### src/rtl/xccd_pkg.sv
// ---------------------------------------------------------------------------
// xccd_pkg: shared definitions of the xor checked command deframer
// Character codes, parse phases, result kinds and status codes, and the
// result queue sizing used by the deframer.
// ---------------------------------------------------------------------------
package xccd_pkg;

   // frames this long or longer, counted from the start mark through LF, are dropped
   localparam int MaxFrameLen     = 512;
   localparam int FrameCountWidth = $clog2(MaxFrameLen);

   // most result beats one input beat can cause, and the result queue depth
   localparam int MaxResults      = 5;
   localparam int QueueDepth      = 8;
   localparam int QueuePtrWidth   = $clog2(QueueDepth);
   localparam int QueueCountWidth = $clog2(QueueDepth + 1);

   // characters with a meaning in the frame syntax
   localparam logic [7:0] ChStart = 8'h21;
   localparam logic [7:0] ChStar  = 8'h2A;
   localparam logic [7:0] ChEq    = 8'h3D;
   localparam logic [7:0] ChCr    = 8'h0D;
   localparam logic [7:0] ChLf    = 8'h0A;

   typedef enum logic [2:0] {
      PH_HUNT,
      PH_BODY,
      PH_BODY_CR,
      PH_FIELD,
      PH_SKIP,
      PH_SKIP_CR
   } phase_type;

   typedef enum logic [1:0] {
      KIND_KEY,
      KIND_VALUE,
      KIND_END
   } kind_type;

   typedef enum logic [2:0] {
      ST_OK,
      ST_UNCHECKED,
      ST_MISMATCH,
      ST_BADFIELD,
      ST_NOEQ,
      ST_DROPPED
   } status_type;

   typedef struct packed {
      kind_type   kind;
      logic [7:0] data;
      status_type status;
   } item_type;

   // hex digit decode: bit 4 set when the character is a hex digit
   function automatic logic [4:0] hex_decode(input logic [7:0] b);
      logic [4:0] r;
      r = 5'd0;
      if (b >= 8'h30 && b <= 8'h39) begin
         r = {1'b1, 4'(b - 8'h30)};
      end else if (b >= 8'h41 && b <= 8'h46) begin
         r = {1'b1, 4'(b - 8'h37)};
      end else if (b >= 8'h61 && b <= 8'h66) begin
         r = {1'b1, 4'(b - 8'h57)};
      end
      return r;
   endfunction

endpackage

### src/rtl/xor_checked_command_deframer_unit.sv
// ---------------------------------------------------------------------------
// xor_checked_command_deframer_unit: command frame deframer with xor check
// Splits '!' ... CR LF frames into key and value bytes and closes each frame
// with one frame-end beat carrying its status.
// ---------------------------------------------------------------------------
// Usage
//   req_*  : one received character per beat; req_tuser set means clear the
//            partial frame, the character is then ignored.
//   rsp_*  : key byte, value byte or frame-end beats; frame end has tlast set.
//   csr_*  : strict checksum field bit; the user must see that it is written only
//            while the block is idle, as the block itself does not enforce this.
// Throughput: one input beat per cycle while req_tready is high. Each input beat is
//   parsed combinationally and writes up to five result beats into an eight-entry
//   result queue that drains one beat per cycle while rsp_tready is high; req_tready
//   is high while at most three beats are queued. A beat that causes several results
//   (a lone CR sent out with the byte after it, or held checksum field bytes released
//   as key or value bytes) grows the queue, and once more than three beats are queued
//   the input waits. Result beats enter the queue in order, behind older beats.
// Stall: a stalled receiver fills the queue and then holds req_tready low;
//   no beat is lost.
// Reset: synchronous; the parser returns to hunting for '!', the queue
//   empties and the strict bit clears.
// ---------------------------------------------------------------------------
module xor_checked_command_deframer_unit (
   input  logic        clock,
   input  logic        reset,
   // input characters
   input  logic        req_tvalid,
   output logic        req_tready,
   input  logic [7:0]  req_tdata,   // [7:0] rx_byte
   input  logic        req_tuser,   // [0] clear_request
   // result beats
   output logic        rsp_tvalid,
   input  logic        rsp_tready,
   output logic [15:0] rsp_tdata,   // [7:0] data_byte, [10:8] frame_status, rest zero
   output logic [1:0]  rsp_tuser,   // [1:0] item_kind
   output logic        rsp_tlast,   // last_of_frame
   // configuration
   input  logic        csr_wr_en,
   input  logic        csr_wr_data  // strict_checksum_field
);
   import xccd_pkg::*;

   logic                       strict_ff;
   phase_type                  phase_ff, phase_in;
   logic [7:0]                 xor_ff, xor_in;
   logic [FrameCountWidth-1:0] fcnt_ff, fcnt_in;
   logic                       sep_ff, sep_in;
   logic                       star_ff, star_in;
   logic [7:0]                 held_ff [4];
   logic [7:0]                 held_in [4];
   logic [2:0]                 hcnt_ff, hcnt_in;
   logic [7:0]                 rsum_ff, rsum_in;

   item_type                   items [MaxResults];
   logic [2:0]                 n_items;

   item_type                   queue_ff [QueueDepth];
   logic [QueuePtrWidth-1:0]   head_ff, tail_ff;
   logic [QueueCountWidth-1:0] qcnt_ff;

   logic                       req_acc, rsp_acc;
   logic [7:0]                 b;

   assign b          = req_tdata;
   assign req_tready = (qcnt_ff <= QueueCountWidth'(QueueDepth - MaxResults));
   assign req_acc    = req_tvalid & req_tready;
   assign rsp_tvalid = (qcnt_ff != '0);
   assign rsp_acc    = rsp_tvalid & rsp_tready;

   // configuration register
   always_ff @(posedge clock) begin
      if (reset) begin
         strict_ff <= 1'b0;
      end else if (csr_wr_en) begin
         strict_ff <= csr_wr_data;
      end
   end

   // parser: next state and result beats of one input beat
   always_comb begin
      logic       emit_cr;
      logic [2:0] flush_cnt;
      logic       do_body;
      logic       do_end;
      status_type end_status;
      logic       pend;
      logic [4:0] hx;
      kind_type   dkind;

      phase_in = phase_ff;
      xor_in   = xor_ff;
      fcnt_in  = fcnt_ff;
      sep_in   = sep_ff;
      star_in  = star_ff;
      held_in  = held_ff;
      hcnt_in  = hcnt_ff;
      rsum_in  = rsum_ff;
      n_items  = 3'd0;
      for (int i = 0; i < MaxResults; i++) begin
         items[i] = '{kind: KIND_KEY, data: 8'd0, status: ST_OK};
      end
      emit_cr    = 1'b0;
      flush_cnt  = 3'd0;
      do_body    = 1'b0;
      do_end     = 1'b0;
      end_status = ST_OK;
      dkind      = sep_ff ? KIND_VALUE : KIND_KEY;
      pend       = (hcnt_ff >= 3'd2) && (hcnt_ff <= 3'd4) &&
                   (held_ff[2'(hcnt_ff - 3'd1)] == ChCr);
      hx         = hex_decode(b);

      priority if (req_tuser) begin
         // clear: a frame in progress closes as dropped
         if (phase_ff != PH_HUNT) begin
            do_end     = 1'b1;
            end_status = ST_DROPPED;
         end
         phase_in = PH_HUNT;
         hcnt_in  = 3'd0;
      end else if (phase_ff == PH_HUNT) begin
         // hunting for the start mark
         if (b == ChStart) begin
            phase_in = PH_BODY;
            xor_in   = ChStart;
            fcnt_in  = FrameCountWidth'(1);
            sep_in   = 1'b0;
            star_in  = 1'b0;
            hcnt_in  = 3'd0;
            rsum_in  = 8'd0;
         end
      end else if (fcnt_ff >= FrameCountWidth'(MaxFrameLen - 1)) begin
         // overflow
         hcnt_in    = 3'd0;
         do_end     = 1'b1;
         end_status = ST_DROPPED;
      end else begin
         fcnt_in = fcnt_ff + FrameCountWidth'(1);
         unique case (phase_ff)
            PH_BODY: begin
               do_body = 1'b1;
            end
            PH_BODY_CR: begin
               if (b == ChLf) begin
                  do_end     = 1'b1;
                  end_status = sep_ff ? ST_UNCHECKED : ST_NOEQ;
               end else begin
                  if (!star_ff) begin
                     xor_in = xor_ff ^ ChCr;
                  end
                  emit_cr = 1'b1;
                  do_body = 1'b1;
               end
            end
            PH_FIELD: begin
               if (pend && b == ChLf) begin
                  if (hcnt_ff == 3'd4) begin
                     hcnt_in    = 3'd0;
                     do_end     = 1'b1;
                     end_status = (xor_ff != rsum_ff) ? ST_MISMATCH :
                                  (sep_ff ? ST_OK : ST_NOEQ);
                  end else if (strict_ff) begin
                     hcnt_in    = 3'd0;
                     do_end     = 1'b1;
                     end_status = ST_BADFIELD;
                  end else begin
                     flush_cnt  = hcnt_ff - 3'd1;
                     hcnt_in    = 3'd0;
                     do_end     = 1'b1;
                     end_status = sep_ff ? ST_UNCHECKED : ST_NOEQ;
                  end
               end else if (!pend && hcnt_ff != 3'd0 && hcnt_ff <= 3'd3 &&
                            (b == ChCr || (hcnt_ff < 3'd3 && hx[4]))) begin
                  // well formed so far: hold the character
                  held_in[2'(hcnt_ff)] = b;
                  hcnt_in              = hcnt_ff + 3'd1;
                  if (b != ChCr) begin
                     rsum_in = {rsum_ff[3:0], hx[3:0]};
                  end
               end else if (strict_ff) begin
                  // malformed field, strict: swallow up to CR LF
                  hcnt_in  = 3'd0;
                  phase_in = (b == ChCr) ? PH_SKIP_CR : PH_SKIP;
               end else begin
                  // malformed field, lenient: held bytes become body bytes
                  flush_cnt = hcnt_ff;
                  hcnt_in   = 3'd0;
                  do_body   = 1'b1;
               end
            end
            PH_SKIP: begin
               phase_in = (b == ChCr) ? PH_SKIP_CR : PH_SKIP;
            end
            PH_SKIP_CR: begin
               if (b == ChLf) begin
                  do_end     = 1'b1;
                  end_status = ST_BADFIELD;
               end else begin
                  phase_in = (b == ChCr) ? PH_SKIP_CR : PH_SKIP;
               end
            end
            default: begin
               phase_in = PH_HUNT;
            end
         endcase
      end

      // pending lone CR
      if (emit_cr) begin
         items[n_items] = '{kind: dkind, data: ChCr, status: ST_OK};
         n_items        = n_items + 3'd1;
      end

      // release held checksum field bytes
      for (int i = 0; i < 4; i++) begin
         if (3'(i) < flush_cnt) begin
            items[n_items] = '{kind: dkind, data: held_ff[i], status: ST_OK};
            n_items        = n_items + 3'd1;
         end
      end

      // ordinary body byte
      if (do_body) begin
         phase_in = PH_BODY;
         if (b == ChCr) begin
            phase_in = PH_BODY_CR;
         end else if (b == ChStar && !star_in) begin
            star_in    = 1'b1;
            held_in[0] = b;
            hcnt_in    = 3'd1;
            rsum_in    = 8'd0;
            phase_in   = PH_FIELD;
         end else begin
            if (!star_in) begin
               xor_in = xor_in ^ b;
            end
            if (b == ChEq && !sep_ff) begin
               sep_in = 1'b1;
            end else begin
               items[n_items] = '{kind: dkind, data: b, status: ST_OK};
               n_items        = n_items + 3'd1;
            end
         end
      end

      // frame end
      if (do_end) begin
         phase_in       = PH_HUNT;
         items[n_items] = '{kind: KIND_END, data: 8'd0, status: end_status};
         n_items        = n_items + 3'd1;
      end
   end

   // parser state
   always_ff @(posedge clock) begin
      if (reset) begin
         phase_ff <= PH_HUNT;
         xor_ff   <= 8'd0;
         fcnt_ff  <= '0;
         sep_ff   <= 1'b0;
         star_ff  <= 1'b0;
         hcnt_ff  <= 3'd0;
         rsum_ff  <= 8'd0;
      end else if (req_acc) begin
         phase_ff <= phase_in;
         xor_ff   <= xor_in;
         fcnt_ff  <= fcnt_in;
         sep_ff   <= sep_in;
         star_ff  <= star_in;
         hcnt_ff  <= hcnt_in;
         rsum_ff  <= rsum_in;
      end
   end

   // held checksum field bytes
   always_ff @(posedge clock) begin
      if (req_acc) begin
         held_ff <= held_in;
      end
   end

   // result queue storage
   always_ff @(posedge clock) begin
      if (req_acc) begin
         for (int k = 0; k < MaxResults; k++) begin
            if (3'(k) < n_items) begin
               queue_ff[tail_ff + QueuePtrWidth'(k)] <= items[k];
            end
         end
      end
   end

   // result queue pointers
   always_ff @(posedge clock) begin
      if (reset) begin
         head_ff <= '0;
         tail_ff <= '0;
         qcnt_ff <= '0;
      end else begin
         if (req_acc) begin
            tail_ff <= tail_ff + QueuePtrWidth'(n_items);
         end
         if (rsp_acc) begin
            head_ff <= head_ff + QueuePtrWidth'(1);
         end
         qcnt_ff <= qcnt_ff + (req_acc ? QueueCountWidth'(n_items) : '0)
                    - (rsp_acc ? QueueCountWidth'(1) : '0);
      end
   end

   // result beat
   assign rsp_tdata = {5'd0, queue_ff[head_ff].status, queue_ff[head_ff].data};
   assign rsp_tuser = queue_ff[head_ff].kind;
   assign rsp_tlast = (queue_ff[head_ff].kind == KIND_END);

   // checks
   a_queue_bound: assert property (@(posedge clock) disable iff (reset)
      qcnt_ff <= QueueCountWidth'(QueueDepth))
      else $error("result queue count beyond its depth");

   a_clear_hunts: assert property (@(posedge clock) disable iff (reset)
      req_acc && req_tuser |=> phase_ff == PH_HUNT && hcnt_ff == 3'd0)
      else $error("clear did not return the parser to hunting");

   a_clear_closes: assert property (@(posedge clock) disable iff (reset)
      req_acc && req_tuser && phase_ff != PH_HUNT && !rsp_acc
      |=> qcnt_ff == $past(qcnt_ff) + QueueCountWidth'(1))
      else $error("clear inside a frame did not queue one frame end");

   a_field_star: assert property (@(posedge clock) disable iff (reset)
      phase_ff == PH_FIELD |-> star_ff && hcnt_ff != 3'd0 && hcnt_ff <= 3'd4)
      else $error("checksum field phase without a held star");

endmodule
### config.mk
export PLATFORM = sky130hd
export DESIGN_NAME = xor_checked_command_deframer_unit
export DESIGN_NICKNAME = d
export VERILOG_FILES = /design/src/rtl/xccd_pkg.sv /design/src/rtl/xor_checked_command_deframer_unit.sv
export SDC_FILE = /design/constraint.sdc
export NUM_CORES = 1
export LEC_CHECK = 0
export CAP_MARGIN = 20
export CORE_ASPECT_RATIO = 0.8
export CORE_MARGIN = 4
export CORE_UTILIZATION = 42
export DETAILED_ROUTE_END_ITERATION = 12
export DONT_BUFFER_PORTS = 1
export PLACE_DENSITY = 0.55
export SYNTH_ARGS = -nofsm -noshare
export SYNTH_HDL_FRONTEND = slang
export SYNTH_SLANG_ARGS = --single-unit
### constraint.sdc
create_clock -name clock -period 10.8 [get_ports clock]
set_clock_uncertainty 0.2 [all_clocks]
set_input_delay 0.54 -clock clock [delete_from_list [all_inputs] [get_ports clock]]
set_output_delay 0.54 -clock clock [all_outputs]
set_load 0.1 [all_outputs]
-- Word-level counts from Yosys, hierarchy flattened
Memories as Yosys holds them, arrays and structs flattened. A register that Yosys moved wholly into a read port is not among the register bits.
Cells that the tools add are included.
W data, S select, Z words.
- RAM bits: 104
- bits of input ports: 15
- memories kept: 1
- flip-flop bits (word level): 76
- bits in latches: 0
- logic and storage cells: 323
- bits in read-only memories: 0
- reduce and logical (&&, ||, !) cells: 32
- multiply operators: 0
- divide/modulo/power cells: 0
- magnitude comparators: 36
- mux-type cells: 179
- shift operators: 0
- bitwise logic cells: 16
- add/sub/neg operators: 20
- equal/unequal tests: 24
- memories (memory ; words ; bits a word ; rd ports ; clocked after memory_dff ; wr ports ; RTL line ; text):
    queue_ff ; 8 ; 13 ; 1 ; 1 ; 5 ; xor_checked_command_deframer_unit.sv:58 ; item_type queue_ff [QueueDepth];
- operator list (kind ; count):
    $mux W65 ; 9
    $bwmux W65 ; 6
    $demux W13 S3 ; 6
    $mux W32 ; 6
    $mux W8 ; 24
    $mux W3 ; 52
    $mux W13 ; 6
    $mux W1 ; 49
    $bwmux W32 ; 1
    $add A3 B1 Y3 const B ; 9
    $mux W9 ; 3
    $eq A8 B4 Y1 const B ; 3
    $eq A8 B6 Y1 const B ; 3
    $ge A4 B4 Y1 const B ; 6
    $lt A4 B1 Y1 const B ; 6
    $ne A6 B6 Y1 const B ; 4
    $not A3 Y4 ; 6
    $logic_and A1 B1 Y1 ; 19
    $bmux W8 S2 ; 1
    $demux W8 S2 ; 1
    $ge A8 B7 Y1 const B ; 2
    $le A8 B7 Y1 const B ; 2
    $mux W4 ; 4
    $mux W5 ; 3
    53 further kinds ; 76

-- Logic depth before layout (Yosys ltp)
Gate-level depths: netlist of run 1.
- depth in word-level cells: 37
- mapped depth: 33
- gate-level depth less buffers: 32

-- Worst setup path after synthesis of run 1
OpenSTA, ideal clock, no wires.
- path kind: input to register
- start point: input port req_tdata[5]
- end point: memory queue_ff[4][0] (netlist name), enable pin
- cell stages on the path: 27
- data arrival time: 7.388 ns
- setup time: 0.388 ns
- path buffers: 5
- setup slack: 2.825 ns
- data required time: 10.212 ns
- path through: buf_2 or4_4 or3_4 or2_4 o311a_4 o21ai_4 o311ai_1 fa_1 clkbuf_1 clkinv_1 nor2_1 a32o_1 nor2_1 ha_1 nand2_1 a21boi_4 inv_2 ha_1 a22oi_1 o21ai_0 and2_1 buf_6 buf_6 o311ai_4 buf_2 a32oi_1 o211ai_1
- RTL lines (what ; RTL line ; text):
    start: declaration ; xor_checked_command_deframer_unit.sv:30 ; input logic [7:0] req_tdata,
    end: declaration ; xor_checked_command_deframer_unit.sv:58 ;

==> impl_metrics.prom, run 1 <==
# TYPE chip_impl_metric gauge
chip_impl_info{name="result_of_the_run",value="finished clean"} 1
chip_impl_metric{name="synth_seq_area_share",unit="%"} 35.0
chip_impl_metric{name="starting_utilization_of_the_core_area",unit="%"} 42.6
chip_impl_metric{name="final_worst_setup_slack",unit="ns"} 0.768
chip_impl_metric{name="synth-simple-area-share",unit="%"} 20.5
chip_impl_info{name="cts_root_buffer",value="sky130_fd_sc_hd__clkbuf_16"} 1
chip_impl_metric{name="cts_num_sinks",unit=""} 183
chip_impl_metric{name="avgRoutedWirePerCell",unit="um"} 29.0
chip_impl_metric{name="final_design_area_no_fill",unit="um^2"} 15500
chip_impl_metric{name="insertion_delay",unit="ns"} 0.47
chip_impl_metric{name="drt_first_iter_violations",unit=""} 2678
chip_impl_metric{name="top_level_ports",unit=""} 36
chip_impl_metric{name="cts-htree-levels",unit=""} 4
chip_impl_metric{name="synth_seq_cells",unit=""} 183
chip_impl_metric{name="post_synth.cell_area_avg",unit="um^2"} 8.78
chip_impl_metric{name="synth-adder-area-share",unit="%"} 2.77
chip_impl_metric{name="synth_xor_xnor_area_share",unit="%"} 2.13
chip_impl_metric{name="p_per_area",unit="nW/um^2"} 130
chip_impl_metric{name="port-buffer-count",unit=""} 0
chip_impl_metric{name="setup-tns-final",unit="ns"} 0
chip_impl_metric{name="globalRouteMet1Util",unit="%"} 48.5
chip_impl_metric{name="final_cells",unit=""} 2055
chip_impl_metric{name="timing_worst_slew_pin_value",unit="ns"} 1.23
chip_impl_info{name="cts_tree",value="built"} 1
chip_impl_metric{name="finalHoldViolCount",unit=""} 0
chip_impl_metric{name="cts.clk_slew.worst_paths",unit="ns"} 0.07
chip_impl_info{name="grt_setup_unrepaired",value="false"} 1
chip_impl_info{name="grt.busiest_layer",value="met1"} 1
chip_impl_metric{name="global_route.usage.met2",unit="%"} 41.0
chip_impl_metric{name="cap_viol_max_count",unit=""} 0
chip_impl_metric{name="post_synth_mux_area_share",unit="%"} 6.40
chip_impl_metric{name="synthDistinctLibCells",unit=""} 102
chip_impl_info{name="critical_path_class",value="reg2reg"} 1
chip_impl_metric{name="floorplan.die_area",unit="um^2"} 37300
chip_impl_metric{name="fmax",unit="GHz"} 0.0997
chip_impl_info{name="min-delay-path-class",value="in2reg"} 1
chip_impl_metric{name="rows",unit=""} 60
chip_impl_metric{name="layout-drive-gt1-share",unit="%"} 11.2
chip_impl_metric{name="gr-usage-all-layers",unit="%"} 30.9
chip_impl_metric{name="data_required_time_of_the_worst_path",unit="ns"} 10.59
chip_impl_info{name="setup.worst_path.start_class",value="register"} 1
chip_impl_metric{name="drt_first_pass_iters",unit=""} 7
chip_impl_metric{name="cts-resized-gates",unit=""} 0
chip_impl_metric{name="worstPathArrival",unit="ns"} 9.82
chip_impl_metric{name="synth_cells",unit=""} 1636
chip_impl_metric{name="grt_use_met3",unit="%"} 8.69
chip_impl_metric{name="numCtsBuffers",unit=""} 17
chip_impl_metric{name="grt_pass1_vias",unit=""} 13480
chip_impl_metric{name="die_h",unit="um"} 173
chip_impl_metric{name="setup_violations",unit=""} 0
chip_impl_metric{name="postCtsSetupBuffers",unit=""} 0
chip_impl_metric{name="placed_cells_incl_taps",unit=""} 2011
chip_impl_metric{name="max_slew_margin",unit="%"} 18.0
chip_impl_metric{name="timing.final.max_slew_violations",unit=""} 0
chip_impl_metric{name="cell_area_after_technology_mapping",unit="um^2"} 14400
chip_impl_metric{name="layout_worst_path_cycle_share",unit="%"} 92.9
chip_impl_metric{name="clockBufferDepth",unit=""} 2
chip_impl_info{name="combinational_family_with_the_most_area_after_synthesis",value="compound AO/OA/AOI/OAI gates"} 1
chip_impl_metric{name="p_leak",unit="nW"} 5.10
chip_impl_metric{name="yosys_warnings",unit=""} 0
chip_impl_metric{name="placed_cell_area",unit="um^2"} 14800
chip_impl_metric{name="asyncSetResetFlopFracSynth",unit="%"} 0
chip_impl_metric{name="pre_cts_ws",unit="ns"} 1.04
chip_impl_metric{name="cts_hold_fix_bufs",unit=""} 9
chip_impl_info{name="yosys_most_used_dff",value="sky130_fd_sc_hd__edfxtp_1"} 1
chip_impl_metric{name="route.detailed.drc",unit=""} 0
chip_impl_metric{name="routed_via_density",unit=""} 7.22
chip_impl_metric{name="final_worst_hold_slack",unit="ns"} 0.0257
chip_impl_metric{name="synth-edff-count",unit=""} 136
chip_impl_metric{name="largest_voltage_drop_on_the_vdd_net",unit="V"} 0.000161
chip_impl_metric{name="route.vias.total",unit=""} 14838
chip_impl_metric{name="synth_compound_area_share",unit="%"} 29.2
chip_impl_metric{name="hpwl",unit="um"} 44300
chip_impl_metric{name="globalplace.congestion",unit=""} 1.03
chip_impl_metric{name="nets",unit=""} 1653
chip_impl_metric{name="die_width",unit="um"} 215
chip_impl_metric{name="antenna_cells",unit=""} 0
chip_impl_metric{name="antenna_found_initial",unit=""} 0
chip_impl_metric{name="routed_wl",unit="um"} 59600
chip_impl_metric{name="grt_start_max_net_pins",unit=""} 50
chip_impl_metric{name="critical_path.max_fanout",unit=""} 16
chip_impl_info{name="timing.critical_path.to_type",value="register"} 1
chip_impl_metric{name="fin_crit",unit="ns"} 10.03
chip_impl_metric{name="postRouteAntennaNets",unit=""} 0
chip_impl_metric{name="floorplan.core_area",unit="um^2"} 33700
chip_impl_metric{name="overflow",unit=""} 0
chip_impl_metric{name="flow.area_growth_from_synthesis",unit="%"} 7.58
chip_impl_metric{name="wire_length_of_the_first_global_routing_pass",unit="um"} 88600
## final timing paths
kind,from,to,slack (ns),depth (start not counted)
worst max-delay path,hcnt_ff[0],queue_ff[7][3],0.77,25
worst min-delay path,csr_wr_data,strict_ff,0.03,2
worst min register to register,fcnt_ff[8],fcnt_ff[8],0.28,2
worst max register to register,hcnt_ff[0],queue_ff[7][3],0.77,25
## through the flow
step           util [%]  power [mW]
2_1_floorplan         -        1.30
3_3_place_gp       43.9        1.40
3_5_place_dp       43.9        1.41
4_1_cts            45.8        2.02
5_1_grt            45.9        2.09
6_report           45.9        2.02
## cell usage in the layout (no fill, tap or decap), drive strengths merged, types with 8 or more instances in the layout
cell type,instances
nand2,206
nor2,151
edfxtp,136
o21ai,112
nor3,101
a21oi,95
o221ai,67
dfxtp,47
nand3,46
inv,44
a211oi,40
a221oi,35
buf,35
a22oi,28
ha,27
mux4,26
and3,22
xor2,22
mux2,19
o22ai,19
clkbuf,18
and2,17
a31oi,14
xnor2,13
nor4,13
mux2i,12
or2,12
nand2b,11
a22o,11
o311ai,11
o31ai,10
o21a,9
a21o,9
a211o,9
or4,9
or3,9
a32oi,8
a221o,8
dlygate4sd3,8
## cells by family (layout without fill, tap and decap cells)
logic type | after synthesis | after routing
AOI/OAI and AO/OA | 567 | 567
xor gates and xnor gates | 35 | 35
adders and majority gates | 30 | 30
buffers and inverters | 136 | 117
DFF | 183 | 183
muxes | 57 | 57
other | 1 | 5
and+or+nand+nor | 627 | 627
## metal layers
layer | vias up | share of wire [%]
li1 | 6378 | -
met4 | 0 | 2.6
met3 | 137 | 13
met5 | - | 0
met2 | 1121 | 39
met1 | 7202 | 46
## worst max-delay path: stages, from the launching register on
cell	delay, ns
sky130_fd_sc_hd__dfxtp_1	0.65
sky130_fd_sc_hd__inv_1	0.25
sky130_fd_sc_hd__ha_1	0.47
sky130_fd_sc_hd__and4_1	0.25
sky130_fd_sc_hd__nor4_2	0.70
sky130_fd_sc_hd__o32ai_2	0.44
sky130_fd_sc_hd__o21ai_4	0.24
sky130_fd_sc_hd__o311ai_1	0.16
sky130_fd_sc_hd__buf_4	0.21
sky130_fd_sc_hd__fa_1	0.76
sky130_fd_sc_hd__clkinv_1	0.36
sky130_fd_sc_hd__nor2_1	0.33
sky130_fd_sc_hd__a32o_1	0.24
sky130_fd_sc_hd__nor2_1	0.07
sky130_fd_sc_hd__ha_1	0.36
sky130_fd_sc_hd__nand2_1	0.08
sky130_fd_sc_hd__a21boi_4	0.37
sky130_fd_sc_hd__inv_2	0.12
sky130_fd_sc_hd__ha_1	0.20
sky130_fd_sc_hd__a22oi_1	0.19
sky130_fd_sc_hd__or3_1	0.19
sky130_fd_sc_hd__and2_1	0.72
sky130_fd_sc_hd__o311a_1	0.80
sky130_fd_sc_hd__nor2_1	0.38
sky130_fd_sc_hd__nor3_1	0.24
sky130_fd_sc_hd__nand3_1	0.54
## area by class of cell
cell class | count | area, um^2
multi-input combinational | 1321 | 8830
sequential | 183 | 5030
timing repair buffer | 44 | 359
tap | 434 | 543
clock inverter | 15 | 126
inverter | 41 | 154
clock buffer | 17 | 425
fill | 3204 | 18200
## Yosys cell counts (all sizes together) (26+ instances only)
library cell  count  share of area, %
nand2           206               5.4
nor2            151               4.0
edfxtp          136                28
o21ai           112               4.0
nor3            101               3.6
a21oi            95               3.3
clkbuf           68               1.8
o221ai           67               4.1
dfxtp            47               6.5
nand3            46               1.6
a211oi           40               2.7
inv              40               1.0
a221oi           35               2.1
a22oi            28               1.5
buf              27               1.2
ha               27               2.4
mux4             26               4.1
## where the power goes
part           switching (mW)  internal [mW]
logic                   0.433          0.168
clock network           0.298          0.317
registers              0.0191          0.781
total                   0.750           1.27
Power figures use the tool's default switching activity.
==> run 2, diff against run 1 <==
==> constraint.sdc (replaced) <==
create_clock -name clock -period 10.8 [get_ports clock]
set_clock_uncertainty 0.2 [all_clocks]
set_input_delay 2.16 -clock clock [delete_from_list [all_inputs] [get_ports clock]]
set_output_delay 2.16 -clock clock [all_outputs]
set_load 0.1 [all_outputs]
==> run 2 against run 1 <==
  * Critical path depth decreased by 1
  * Combinational power fell by 0.7%
  * Sequential share of layout area shrank 0.24 points
  * Register-to-register slack improved by 0.51 ns
  * Die area unchanged
  * Global-route usage shrank 0.31 points
  * Critical path type is now in2reg
  * Highest routed layer is now met5
==> impl_metrics.prom, run 2 (synthesized netlist as in run 1, its figures left out) <==
# TYPE chip_impl_metric gauge
chip_impl_metric{name="die_width",unit="um"} 215
chip_impl_metric{name="clockBufferDepth",unit=""} 2
chip_impl_metric{name="placed_cells_incl_taps",unit=""} 2036
chip_impl_metric{name="top_level_ports",unit=""} 36
chip_impl_metric{name="worstPathArrival",unit="ns"} 9.89
chip_impl_metric{name="starting_utilization_of_the_core_area",unit="%"} 42.6
chip_impl_metric{name="fin_crit",unit="ns"} 10.01
chip_impl_info{name="grt_setup_unrepaired",value="false"} 1
chip_impl_metric{name="route.vias.total",unit=""} 14689
chip_impl_metric{name="port-buffer-count",unit=""} 0
chip_impl_metric{name="cts_hold_fix_bufs",unit=""} 0
chip_impl_metric{name="layout_worst_path_cycle_share",unit="%"} 92.7
chip_impl_metric{name="routed_wl",unit="um"} 59300
chip_impl_metric{name="globalplace.congestion",unit=""} 1.02
chip_impl_info{name="cpMostUsedCell",value="sky130_fd_sc_hd__nor2_1"} 1
chip_impl_metric{name="pre_cts_ws",unit="ns"} 0.634
chip_impl_metric{name="cpPeakStageDelay",unit="ns"} 0.88
chip_impl_metric{name="route.detailed.drc",unit=""} 0
chip_impl_metric{name="rows",unit=""} 60
chip_impl_info{name="result_of_the_run",value="finished clean"} 1
chip_impl_metric{name="numCtsBuffers",unit=""} 17
chip_impl_metric{name="grt_pass1_vias",unit=""} 13328
chip_impl_metric{name="antenna_cells",unit=""} 0
chip_impl_metric{name="floorplan.core_area",unit="um^2"} 33700
chip_impl_metric{name="worst-r2r-cell-count",unit=""} 26
chip_impl_metric{name="cts_num_sinks",unit=""} 183
chip_impl_metric{name="cts-resized-gates",unit=""} 0
chip_impl_info{name="timing.critical_path.to_type",value="register"} 1
chip_impl_info{name="critical-path-slowest-cell",value="sky130_fd_sc_hd__fa_1"} 1
chip_impl_info{name="cp_top_family",value="simple AND/OR/NAND/NOR gates"} 1
chip_impl_metric{name="insertion_delay",unit="ns"} 0.46
chip_impl_metric{name="finalHoldViolCount",unit=""} 0
chip_impl_info{name="rr_endpoint",value="queue_ff[3][10]"} 1
chip_impl_metric{name="grt_start_max_net_pins",unit=""} 50
chip_impl_metric{name="cts.clk_slew.worst_paths",unit="ns"} 0.07
chip_impl_info{name="hold_path_end",value="fcnt_ff[8]"} 1
chip_impl_metric{name="floorplan.die_area",unit="um^2"} 37300
chip_impl_metric{name="regToRegSetupSlack",unit="ns"} 1.28
chip_impl_metric{name="p_per_area",unit="nW/um^2"} 131
chip_impl_metric{name="nets",unit=""} 1668
chip_impl_metric{name="drt_first_pass_iters",unit=""} 8
chip_impl_metric{name="critPathBufInv",unit=""} 3
chip_impl_metric{name="final_cells",unit=""} 2070
chip_impl_metric{name="layout-drive-gt1-share",unit="%"} 12.5
chip_impl_metric{name="data_required_time_of_the_worst_path",unit="ns"} 10.69
chip_impl_metric{name="antenna_found_initial",unit=""} 0
chip_impl_metric{name="cap_viol_max_count",unit=""} 0
chip_impl_metric{name="largest_voltage_drop_on_the_vdd_net",unit="V"} 0.000145
chip_impl_metric{name="postCtsSetupBuffers",unit=""} 0
chip_impl_metric{name="final_worst_setup_slack",unit="ns"} 0.794
chip_impl_metric{name="postRouteAntennaNets",unit=""} 0
chip_impl_metric{name="drt_first_iter_violations",unit=""} 2599
chip_impl_metric{name="critical_path.max_fanout",unit=""} 14
chip_impl_metric{name="timing.hold.worst_path_depth",unit=""} 2
chip_impl_metric{name="p_leak",unit="nW"} 5.21
chip_impl_metric{name="setup-tns-final",unit="ns"} 0
chip_impl_info{name="min_from",value="fcnt_ff[8]"} 1
chip_impl_metric{name="setup_violations",unit=""} 0
chip_impl_metric{name="wire_length_of_the_first_global_routing_pass",unit="um"} 87100
chip_impl_metric{name="layout.core_utilization",unit="%"} 46.2
chip_impl_info{name="setup.worst_path.start_class",value="input pin"} 1
chip_impl_metric{name="hpwl",unit="um"} 44900
chip_impl_info{name="rr_startpoint",value="hcnt_ff[0]"} 1
chip_impl_info{name="cts_root_buffer",value="sky130_fd_sc_hd__clkbuf_16"} 1
chip_impl_info{name="commonest_non_fill_non_tap_cells_in_the_layout",value="205 x sky130_fd_sc_hd__nand2_1, 144 x sky130_fd_sc_hd__nor2_1, 136 x sky130_fd_sc_hd__edfxtp_1"} 1
chip_impl_info{name="cts_tree",value="built"} 1
chip_impl_info{name="min-delay-path-class",value="reg2reg"} 1
chip_impl_metric{name="fillCellCount",unit=""} 3273
chip_impl_metric{name="timing.final.max_slew_violations",unit=""} 0
chip_impl_metric{name="routed_via_density",unit=""} 7.10
chip_impl_info{name="commonest_non_fill_non_tap_cell_in_the_layout",value="sky130_fd_sc_hd__nand2_1"} 1
chip_impl_metric{name="overflow",unit=""} 0
chip_impl_metric{name="max_slew_margin",unit="%"} 22.2
chip_impl_metric{name="flow.area_growth_from_synthesis",unit="%"} 8.38
chip_impl_metric{name="gr-usage-all-layers",unit="%"} 30.6
chip_impl_info{name="path_cells",value="or4_4, or3_4, or2_4, o311a_4, o21ai_4, o311ai_1, fa_1, clkinv_1, nor2_1, a32o_1, nor2_1, ha_1, nand2_1, a21boi_4, inv_2, ha_1, a22oi_1, o21ai_0, nand2_1, o211ai_1, buf_4, nor2_1, nor2_1, nand2_1"} 1
chip_impl_metric{name="die_h",unit="um"} 173
chip_impl_info{name="critical_path_class",value="in2reg"} 1
chip_impl_metric{name="final_design_area_no_fill",unit="um^2"} 15600
chip_impl_metric{name="cts-htree-levels",unit=""} 4
chip_impl_metric{name="placed_cell_area",unit="um^2"} 15000
chip_impl_metric{name="fmax",unit="GHz"} 0.0999
chip_impl_metric{name="avgRoutedWirePerCell",unit="um"} 28.7
chip_impl_metric{name="timing_worst_slew_pin_value",unit="ns"} 1.17
chip_impl_metric{name="logic_depth_of_the_worst_path_buffers_included",unit=""} 24
==> run 2: changes by cell type in the layout (fill, tap and decap cells not counted), sizes merged <==
cell	before	now
buf	35	59
dlygate4sd3	8	0
clkinvlp	4	0
inv	44	46
bufinv	1	0
clkbuf	18	19
clkinv	7	8
==> run 2: routing by layer <==
| layer | GRT usage, % | part of all wire, % | vias to the layer above |
|---|---|---|---|
| met5 | 2.82 | 0.23 | - |
| met4 | 5.97 | 1.6 | 4 |
| met3 | 11.7 | 13 | 76 |
| li1 | - | - | 6414 |
| met1 | 46.7 | 46 | 7235 |
| met2 | 40.6 | 39 | 960 |
==> run 2: through the flow <==
step                hold slack (ns)  total power, mW
floorplan                     0.249             1.30
global placement              0.260             1.40
detailed placement            0.262             1.41
CTS                           0.272             2.05
global route                  0.304             2.13
finish                        0.267             2.04
==> run 2: worst reg2reg max path: cells and delay by family, from the launching register on <==
family	cells	cell delay [ns]
adders and majority gates	4	1.95
buffers and inverters	5	1.18
and+or+nand+nor	9	3.50
DFF	1	0.31
AOI/OAI and AO/OA	8	2.01
==> run 2: worst max-delay path by stage <==
stage	to	startpoint
detailed placement	queue_ff[3][6]	req_tdata[4]
global placement	queue_ff[3][6]	req_tdata[4]
global route	queue_ff[3][10]	req_tdata[4]
finish	queue_ff[3][10]	req_tdata[4]
CTS	queue_ff[3][10]	req_tdata[4]
floorplan	queue_ff[4][0]	req_tdata[5]
==> run 2: cell type report <==
cell class / instances / area, um^2 / share of cell area, %
inverters: 41 / 154 / 0.988
clock inverters: 13 / 126 / 0.811
clock buffers: 19 / 475 / 3.05
well taps: 434 / 543 / 3.49
repair buffers: 59 / 435 / 2.80
flip-flops and latches: 183 / 5030 / 32.3
multi-input cells: 1321 / 8810 / 56.6
==> run 2: power breakdown <==
group	internal, mW	leakage (nW)	switching, mW
logic	0.166	3.27	0.431
registers	0.781	1.65	0.0198
clock network	0.332	0.298	0.315
total	1.28	5.21	0.766
